$ cat config.mk
export PLATFORM = sky130hd
export DESIGN_NAME = c_token_classifier_top
export DESIGN_NICKNAME = d
export VERILOG_FILES = /design/src/ctc_pkg.sv /design/src/ctc_front.sv /design/src/ctc_queue.sv /design/src/ctc_back.sv /design/src/c_token_classifier_top.sv
export SDC_FILE = /design/constraint.sdc
export NUM_CORES = 1
export LEC_CHECK = 0
export BUFFER_PORTS_ARGS = -buffer_cell sky130_fd_sc_hd__buf_2
export CORE_MARGIN = 8
export CORE_UTILIZATION = 34
export CTS_CLUSTER_SIZE = 24
export DETAILED_ROUTE_END_ITERATION = 6
export SLEW_MARGIN = 0
export SYNTH_ARGS = -nofsm -noshare
export SYNTH_HDL_FRONTEND = slang
export SYNTH_SLANG_ARGS = --single-unit
$ cat constraint.sdc
create_clock -name clock -period 8.5 [get_ports clock]
set_clock_uncertainty 0.05 [all_clocks]
set_input_delay 0.85 -clock clock [delete_from_list [all_inputs] [get_ports clock]]
set_output_delay 0.85 -clock clock [all_outputs]
set_load 0.05 [all_outputs]
$ cat src/ctc_pkg.sv
// Shared types, class codes and keyword table of the C token classifier.
package ctc_pkg;

   // Token class codes as they appear on the result channel.
   localparam logic [2:0] CLASS_KEYWORD    = 3'd0;
   localparam logic [2:0] CLASS_IDENTIFIER = 3'd1;
   localparam logic [2:0] CLASS_SPECIAL    = 3'd2;
   localparam logic [2:0] CLASS_ARITH      = 3'd3;
   localparam logic [2:0] CLASS_RELATIONAL = 3'd4;
   localparam logic [2:0] CLASS_COMMENT    = 3'd5;
   localparam logic [2:0] CLASS_FLOAT      = 3'd6;
   localparam logic [2:0] CLASS_INTEGER    = 3'd7;

   localparam int KW_COUNT = 32;
   localparam int KW_SLOTS = 8;

   // Characters used by the classifier.
   localparam logic [7:0] CH_UNDERSCORE = 8'h5F;
   localparam logic [7:0] CH_DOT        = 8'h2E;
   localparam logic [7:0] CH_UPPER_E    = 8'h45;
   localparam logic [7:0] CH_LOWER_E    = 8'h65;
   localparam logic [7:0] CH_SLASH      = 8'h2F;
   localparam logic [7:0] CH_EQUAL      = 8'h3D;
   localparam logic [7:0] CH_GREATER    = 8'h3E;
   localparam logic [7:0] CH_LESS       = 8'h3C;
   localparam logic [7:0] CH_BANG       = 8'h21;
   localparam logic [7:0] CH_DOLLAR     = 8'h24;
   localparam logic [7:0] CH_SPACE      = 8'h20;
   localparam logic [7:0] CH_TAB        = 8'h09;
   localparam logic [7:0] CH_CR         = 8'h0D;

   // One finished token as handed from the front end to the back end.
   typedef struct packed {
      logic       kw_hit;     // token equals a keyword
      logic [7:0] first_ch;
      logic [7:0] second_ch;
      logic [4:0] len_out;    // saturated length, low five bits
      logic       len_one;    // token is exactly one character
      logic       float_mark;
      logic       last;
   } tok_rec_type;

   // Keyword text, right-justified, first character in the highest used byte.
   function automatic logic [63:0] kw_word(input logic [4:0] idx);
      logic [63:0] w;
      case (idx)
         5'd0:  w = "auto";
         5'd1:  w = "double";
         5'd2:  w = "int";
         5'd3:  w = "struct";
         5'd4:  w = "break";
         5'd5:  w = "else";
         5'd6:  w = "long";
         5'd7:  w = "switch";
         5'd8:  w = "case";
         5'd9:  w = "enum";
         5'd10: w = "register";
         5'd11: w = "typedef";
         5'd12: w = "char";
         5'd13: w = "extern";
         5'd14: w = "return";
         5'd15: w = "union";
         5'd16: w = "continue";
         5'd17: w = "for";
         5'd18: w = "signed";
         5'd19: w = "void";
         5'd20: w = "do";
         5'd21: w = "if";
         5'd22: w = "static";
         5'd23: w = "while";
         5'd24: w = "default";
         5'd25: w = "goto";
         5'd26: w = "sizeof";
         5'd27: w = "volatile";
         5'd28: w = "const";
         5'd29: w = "float";
         5'd30: w = "short";
         5'd31: w = "unsigned";
         default: w = '0;
      endcase
      return w;
   endfunction

   // Number of characters in a keyword.
   function automatic logic [3:0] kw_len(input logic [4:0] idx);
      logic [63:0] w;
      logic [3:0]  n;
      w = kw_word(idx);
      n = 4'd0;
      for (int b = 0; b < KW_SLOTS; b++) begin
         if (w[b*8 +: 8] != 8'h00) begin
            n = 4'(b + 1);
         end
      end
      return n;
   endfunction

   // Character at a given position of a keyword; only valid below its length.
   function automatic logic [7:0] kw_char(input logic [4:0] idx, input logic [2:0] pos);
      logic [63:0] w;
      logic [6:0]  sh;
      w  = kw_word(idx);
      sh = {4'd8 - kw_len(idx), 3'b000};
      w  = w << sh;
      return w[{~pos, 3'b000} +: 8];
   endfunction

endpackage

$ cat src/ctc_front.sv
// Front end: takes characters, tracks the token in progress and emits finished tokens.
module ctc_front
   import ctc_pkg::*;
#(
   parameter int MAX_TOKEN = 31
) (
   input  logic        clock,
   input  logic        reset,
   input  logic        in_valid,
   output logic        in_ready,
   input  logic [7:0]  in_char,
   input  logic        in_last,
   input  logic        q_full,
   output logic        q_push,
   output tok_rec_type q_rec
);

   localparam int LEN_W = $clog2(MAX_TOKEN + 1);

   logic [KW_COUNT-1:0] match_ff, match_in;
   logic [LEN_W-1:0]    len_ff, len_in;
   logic [7:0]          first_ff, first_in;
   logic [7:0]          second_ff, second_in;
   logic                float_ff, float_in;

   logic                accept;
   logic                is_ws;
   logic                ending;
   logic [KW_COUNT-1:0] match_nx;
   logic [LEN_W-1:0]    len_nx;
   logic [7:0]          first_nx, second_nx;
   logic                float_nx;
   logic                kw_hit;

   // A character is taken whenever the queue has room for a possible token.
   assign in_ready = !q_full;
   assign accept   = in_valid && in_ready;
   assign is_ws    = (in_char == CH_SPACE) || ((in_char >= CH_TAB) && (in_char <= CH_CR));
   assign ending   = is_ws || in_last;

   // Token state after absorbing the current character, before any clear.
   always_comb begin
      match_nx  = match_ff;
      len_nx    = len_ff;
      first_nx  = first_ff;
      second_nx = second_ff;
      float_nx  = float_ff;
      if (!is_ws) begin
         if (len_ff == '0) begin
            first_nx = in_char;
         end
         if (len_ff == LEN_W'(1)) begin
            second_nx = in_char;
         end
         if ((in_char == CH_DOT) || (in_char == CH_UPPER_E) || (in_char == CH_LOWER_E)) begin
            float_nx = 1'b1;
         end
         // Every keyword compares its character at the current position in parallel.
         for (int i = 0; i < KW_COUNT; i++) begin
            if (!((len_ff < LEN_W'(kw_len(5'(i)))) &&
                  (kw_char(5'(i), len_ff[2:0]) == in_char))) begin
               match_nx[i] = 1'b0;
            end
         end
         if (len_ff < LEN_W'(MAX_TOKEN)) begin
            len_nx = len_ff + LEN_W'(1);
         end
      end
   end

   // A keyword is hit when a surviving prefix has exactly the keyword's length.
   always_comb begin
      kw_hit = 1'b0;
      for (int i = 0; i < KW_COUNT; i++) begin
         if (match_nx[i] && (len_nx == LEN_W'(kw_len(5'(i))))) begin
            kw_hit = 1'b1;
         end
      end
   end

   // Finished token record; pushed only for a token that is not empty.
   always_comb begin
      q_rec.kw_hit     = kw_hit;
      q_rec.first_ch   = first_nx;
      q_rec.second_ch  = second_nx;
      q_rec.len_out    = 5'(len_nx);
      q_rec.len_one    = (len_nx == LEN_W'(1));
      q_rec.float_mark = float_nx;
      q_rec.last       = in_last;
   end
   assign q_push = accept && ending && (len_nx != '0);

   // Next register values: absorb, or clear when the token ends.
   always_comb begin
      match_in  = match_ff;
      len_in    = len_ff;
      first_in  = first_ff;
      second_in = second_ff;
      float_in  = float_ff;
      if (accept) begin
         if (ending) begin
            match_in  = '1;
            len_in    = '0;
            first_in  = '0;
            second_in = '0;
            float_in  = 1'b0;
         end else begin
            match_in  = match_nx;
            len_in    = len_nx;
            first_in  = first_nx;
            second_in = second_nx;
            float_in  = float_nx;
         end
      end
   end

   always_ff @(posedge clock) begin
      if (reset) begin
         match_ff  <= '1;
         len_ff    <= '0;
         first_ff  <= '0;
         second_ff <= '0;
         float_ff  <= 1'b0;
      end else begin
         match_ff  <= match_in;
         len_ff    <= len_in;
         first_ff  <= first_in;
         second_ff <= second_in;
         float_ff  <= float_in;
      end
   end

endmodule

$ cat src/ctc_queue.sv
// Two-entry queue of finished tokens between the front end and the back end.
module ctc_queue
   import ctc_pkg::*;
(
   input  logic        clock,
   input  logic        reset,
   input  logic        push,
   input  tok_rec_type push_rec,
   output logic        full,
   input  logic        pop,
   output logic        not_empty,
   output tok_rec_type head_rec
);

   tok_rec_type entry_ff [2];
   logic        wr_ptr_ff, wr_ptr_in;
   logic        rd_ptr_ff, rd_ptr_in;
   logic [1:0]  count_ff, count_in;

   assign full      = (count_ff == 2'd2);
   assign not_empty = (count_ff != 2'd0);
   assign head_rec  = entry_ff[rd_ptr_ff];

   // Pointer and fill count update.
   always_comb begin
      wr_ptr_in = push ? !wr_ptr_ff : wr_ptr_ff;
      rd_ptr_in = pop ? !rd_ptr_ff : rd_ptr_ff;
      count_in  = count_ff + {1'b0, push} - {1'b0, pop};
   end

   always_ff @(posedge clock) begin
      if (reset) begin
         wr_ptr_ff <= 1'b0;
         rd_ptr_ff <= 1'b0;
         count_ff  <= 2'd0;
      end else begin
         wr_ptr_ff <= wr_ptr_in;
         rd_ptr_ff <= rd_ptr_in;
         count_ff  <= count_in;
      end
   end

   // Entry storage needs no reset.
   always_ff @(posedge clock) begin
      if (push) begin
         entry_ff[wr_ptr_ff] <= push_rec;
      end
   end

endmodule

$ cat src/ctc_back.sv
// Back end: assigns the class of a finished token and holds it in the output register.
module ctc_back
   import ctc_pkg::*;
(
   input  logic        clock,
   input  logic        reset,
   input  logic        q_not_empty,
   input  tok_rec_type q_rec,
   output logic        q_pop,
   output logic        out_valid,
   input  logic        out_ready,
   output logic [2:0]  out_class,
   output logic [4:0]  out_len,
   output logic        out_last
);

   logic       valid_ff, valid_in;
   logic [2:0] class_ff, class_in;
   logic [4:0] len_ff, len_in;
   logic       last_ff, last_in;
   logic       load;
   logic [2:0] tok_class;
   logic [7:0] a, b;
   logic       is_letter, is_special, is_arith, is_rel;

   assign a = q_rec.first_ch;
   assign b = q_rec.second_ch;

   // Character groups of the first two characters.
   always_comb begin
      is_letter  = ((a >= 8'h41) && (a <= 8'h5A)) || ((a >= 8'h61) && (a <= 8'h7A)) ||
                   (a == CH_UNDERSCORE);
      is_special = (a == CH_DOLLAR) || (a == 8'h23) || (a == 8'h26) || (a == 8'h5E) ||
                   (a == 8'h7B) || (a == 8'h7D) || (a == 8'h5B) || (a == 8'h5D) ||
                   (a == 8'h3F) || (a == 8'h3A) || (a == 8'h28) || (a == 8'h29) ||
                   (a == 8'h3B);
      is_arith   = (a == 8'h2B) || (a == 8'h2D) || (a == 8'h2A) || (a == CH_SLASH) ||
                   (a == 8'h25);
      if (q_rec.len_one) begin
         is_rel = (a == CH_GREATER) || (a == CH_LESS);
      end else begin
         is_rel = (b == CH_EQUAL) && ((a == CH_GREATER) || (a == CH_LESS) ||
                                      (a == CH_EQUAL) || (a == CH_BANG));
      end
   end

   // Class tests in priority order.
   always_comb begin
      if (q_rec.kw_hit) begin
         tok_class = CLASS_KEYWORD;
      end else if (is_letter) begin
         tok_class = CLASS_IDENTIFIER;
      end else if (q_rec.len_one && is_special) begin
         tok_class = CLASS_SPECIAL;
      end else if (q_rec.len_one && is_arith) begin
         tok_class = CLASS_ARITH;
      end else if (is_rel) begin
         tok_class = CLASS_RELATIONAL;
      end else if ((a == CH_SLASH) && (b == CH_SLASH)) begin
         tok_class = CLASS_COMMENT;
      end else if (q_rec.float_mark) begin
         tok_class = CLASS_FLOAT;
      end else begin
         tok_class = CLASS_INTEGER;
      end
   end

   // The output register loads whenever it is empty or being drained.
   assign load  = q_not_empty && (!valid_ff || out_ready);
   assign q_pop = load;

   always_comb begin
      valid_in = valid_ff;
      class_in = class_ff;
      len_in   = len_ff;
      last_in  = last_ff;
      if (load) begin
         valid_in = 1'b1;
         class_in = tok_class;
         len_in   = q_rec.len_out;
         last_in  = q_rec.last;
      end else if (out_ready) begin
         valid_in = 1'b0;
      end
   end

   always_ff @(posedge clock) begin
      if (reset) begin
         valid_ff <= 1'b0;
      end else begin
         valid_ff <= valid_in;
      end
   end

   always_ff @(posedge clock) begin
      class_ff <= class_in;
      len_ff   <= len_in;
      last_ff  <= last_in;
   end

   assign out_valid = valid_ff;
   assign out_class = class_ff;
   assign out_len   = len_ff;
   assign out_last  = last_ff;

endmodule

$ cat src/c_token_classifier_top.sv
// Top level of the C token classifier: front end, token queue and back end.
//
// Use: characters enter on the req_ stream, one byte per transfer, with
// req_tlast marking the last character of a line. Whitespace (tab to
// carriage return, and space) and the end of a line close the current
// token; every token that is not empty yields one transfer on the rsp_
// stream with its class and saturated length, and rsp_tlast set when the
// token closed at the end of a line.
// Throughput: one character per cycle while the token queue is not full.
// The keyword table is compared at the current position for all 32
// keywords in parallel, so no character waits on another.
// The queue takes a token at the transfer of the character that closes
// it; the classifier and output register take it from the queue once the
// output register is empty or being drained, and it then shows on rsp_.
// Reset clears the token in progress, empties the two-entry queue and drops
// rsp_tvalid. When the receiver stalls, the result stays in the output
// register, the queue fills with up to two more tokens, and req_tready
// falls only once the queue is full.
module c_token_classifier_top
   import ctc_pkg::*;
#(
   parameter int MAX_TOKEN = 31
) (
   input  logic       clock,
   input  logic       reset,
   input  logic       req_tvalid,
   output logic       req_tready,
   input  logic [7:0] req_tdata,   // [7:0] char_code
   input  logic       req_tlast,   // end_of_input
   output logic       rsp_tvalid,
   input  logic       rsp_tready,
   output logic [7:0] rsp_tdata,   // [2:0] token_class, [7:3] token_length
   output logic       rsp_tlast    // last_token
);

   logic        q_full;
   logic        q_push;
   tok_rec_type q_in_rec;
   logic        q_pop;
   logic        q_not_empty;
   tok_rec_type q_head_rec;
   logic [2:0]  out_class;
   logic [4:0]  out_len;

   ctc_front #(
      .MAX_TOKEN (MAX_TOKEN)
   ) u_front (
      .clock    (clock),
      .reset    (reset),
      .in_valid (req_tvalid),
      .in_ready (req_tready),
      .in_char  (req_tdata),
      .in_last  (req_tlast),
      .q_full   (q_full),
      .q_push   (q_push),
      .q_rec    (q_in_rec)
   );

   ctc_queue u_queue (
      .clock     (clock),
      .reset     (reset),
      .push      (q_push),
      .push_rec  (q_in_rec),
      .full      (q_full),
      .pop       (q_pop),
      .not_empty (q_not_empty),
      .head_rec  (q_head_rec)
   );

   ctc_back u_back (
      .clock       (clock),
      .reset       (reset),
      .q_not_empty (q_not_empty),
      .q_rec       (q_head_rec),
      .q_pop       (q_pop),
      .out_valid   (rsp_tvalid),
      .out_ready   (rsp_tready),
      .out_class   (out_class),
      .out_len     (out_len),
      .out_last    (rsp_tlast)
   );

   assign rsp_tdata = {out_len, out_class};

endmodule

==> impl_metrics.json <==
{
  "drive_above_1_share_pct": 11.6,
  "crit_top_cell": "a21oi_1",
  "synthFlopType": "dfxtp_1",
  "power_density_mw_per_mm2": 235,
  "switching_power_w": 0.000677,
  "period_minus_slack_ps": 4510,
  "yosysUniqueCellTypes": 80,
  "fp.dieW_um": 167,
  "final_cell_mix": "89 x nand2_1, 78 x nor2_1, 59 x dfxtp_1, 59 x edfxtp_1, 50 x xnor2_1",
  "ctsResizeCount": 0,
  "grt.total_usage_pct": 16.7,
  "synth-edff-count": 59,
  "worst_slew_pin_slew_ps": 1160,
  "required_ps": 8590,
  "drv_slew": 0,
  "die_height_um": 167,
  "antenna_found_initial": 0,
  "finalSetupTns_ps": 0,
  "hold_buffers": 0,
  "p_comb_share_pct": 26.5,
  "worstSetupPathType": "flop to flop",
  "syn-cell-area_mm2": 0.00777,
  "first_pass_iters": 7,
  "slew_headroom_pct": 22.9,
  "max_freq_mhz": 222,
  "ioPinCount": 24,
  "syn_nets": 910,
  "synthToLayoutAreaGrowth_pct": 9.79,
  "seq_power_share_pct": 36.1,
  "post_drt_wl_per_cell_um": 20.2,
  "h-tree-depth": 4,
  "ant_nets": 0,
  "hold_violations": 0,
  "grt_max_degree": 55,
  "ys_warn_count": 0,
  "synth.ff_latch_count": 119,
  "clk_latency_ps": 410,
  "initial_core_util_pct": 34.4,
  "grt_pass1_vias": 6448,
  "post-cts-setup-buffer-count": 0,
  "crit_family": "compound AO/OA/AOI/OAI gates",
  "cts_buffer_depth": 2,
  "cts_tree": "done",
  "endpoint_kind": "flop",
  "holdCritPathClass": "flop to flop",
  "grt.overflow.total": 0,
  "rsz0062_at_grt": "no",
  "r2r_slack_ps": 3990,
  "yosysSeqAreaShare_pct": 38.2,
  "path_cells": "buf_4, inv_1, ha_1, xnor2_1, nand3_1, a21oi_1, a31oi_1, o41ai_1, a2111oi_0, a21oi_1, or4_1",
  "antennaDiodeCount": 0,
  "dieArea_mm2": 0.0280,
  "p_sw_share_pct": 33.7,
  "ir_drop_mv": 0.128,
  "final_common_cell": "nand2_1",
  "finalWirelength_um": 23400,
  "row_count": 55,
  "arrival_ps": 4590,
  "max_stage_delay_ps": 770,
  "drtIter0Drc": 600,
  "critPathSlowestCell": "ha_1",
  "total_power_w": 0.00201,
  "placeableCoreArea_mm2": 0.0226,
  "drv_cap": 0,
  "p_leak_nw": 3.02,
  "grt_pass1_wl_um": 37100,
  "ys_async_sr_fraction_pct": 0,
  "setup_viol": 0,
  "clk_root_buffer_cell": "clkbuf_16",
  "dr_total_vias": 6790,
  "cts_made_buffers": 17,
  "start_kind": "flop",
  "syn-mean-instance-area_um2": 8.82,
  "hpwl_um": 16000,
  "final.fill_count": 2319,
  "routabilityCongestion": 0.971,
  "violations": "design-rule violations",
  "fin_crit_sh_pct": 53.0,
  "critPathBufInv": 2,
  "clk_pin_slew_worst_paths_ps": 60,
  "cts.sinks": 119,
  "io_buffer_count": 23,
  "pwr-share-clk_pct": 37.3,
  "nNetsFinal": 889,
  "syn_inst": 881,
  "status": "finished with violations",
  "drc": 4,
  "cp_max_fo": 28,
  "p_int_w": 0.00133,
  "viasPerCell": 5.86
}
per-layer routing:
metal / part of all wire, % / track usage, %
met2: 46 / 26.7
met1: 43 / 21.4
met4: 4.1 / 8.07
met5: 0 / 0
met3: 7.0 / 3.15
Yosys cell counts, types with 18 or more instances:
master    count  share of area (%)
buf_2        30                1.9
xor2_1       18                2.0
nor2_1       78                3.8
mux2_2       18                2.6
nand2_1      89                4.3
a22oi_1      25                2.4
clkbuf_1     25                1.2
edfxtp_1     59                 23
xnor2_1      50                5.6
a21oi_1      43                2.8
o21ai_0      49                3.2
nand3_1      40                2.6
mux2i_1      18                2.3
nor3_1       23                1.5
dfxtp_1      60                 15
cells by family (layout without fill, tap and decap cells):
group           count (synthesis)  count (layout)  share of synthesized area [%]
compound gates                211             211                           18.2
flops                         119             119                           38.2
mux                            37              37                           5.21
xor+xnor                       68              68                           7.66
fa+ha+maj                      16              16                           2.58
buf+inv                        93              85                           6.28
simple gates                  337             337                           21.8
metrics by stage:
stage                     hold WS (ps)  util, %  worst slack, ps  cells  instance area, um2
after floorplan                    379        -             4620    881                7770
after global placement             392     35.1             3900   1126                7920
after detailed placement           399     35.1             3910   1126                7920
after CTS                          411     37.8             4080   1158                8530
after global routing               431     37.8             3720   1158                8530
final                              409     37.8             3990   1158                8530
path summary, 6_finish.rpt:
path / start / endpoint / cells after the start
max: u_front.len_ff[0]$_SDFFE_PP0P_ / u_queue.entry_ff[1][24]$_DFFE_PP_ / 11
min: u_front.match_ff[22]$_SDFFE_PP1P_ / u_front.match_ff[22]$_SDFFE_PP1P_ / 1
max reg2reg: u_front.len_ff[0]$_SDFFE_PP0P_ / u_queue.entry_ff[1][24]$_DFFE_PP_ / 11
min reg2reg: u_front.match_ff[22]$_SDFFE_PP1P_ / u_front.match_ff[22]$_SDFFE_PP1P_ / 1
flip-flops by register name (all words and copies together), names as in the netlist, 2 cells and up, named ones only:
register and flops:
u_front.len_ff 5, u_front.match_ff 32, u_back.out_len 5, u_front.second_ff 8
u_queue.count_ff 2, u_queue.entry_ff 50, u_front.first_ff 8, u_back.out_class 3
layout make-up:
class,instances,area [um2],area share (%)
Multi-Input combinational cell,669,4320,50.6
Sequential cell,119,2970,34.8
Clock buffer,17,425,4.98
Tap cell,285,357,4.18
Timing Repair Buffer,35,205,2.40
Clock inverter,15,190,2.23
Inverter,18,67.6,0.792
power groups by stage:
stage | logic [W] | registers [W] | clock network (W)
2_1_floorplan | 0.000340 | 0.000797 | 0
3_3_place_gp | 0.000522 | 0.000735 | 0
3_5_place_dp | 0.000525 | 0.000737 | 0
4_1_cts | 0.000528 | 0.000725 | 0.000760
5_1_grt | 0.000578 | 0.000733 | 0.000790
6_report | 0.000532 | 0.000725 | 0.000748
No activity file was read; power rests on OpenSTA's default activity.
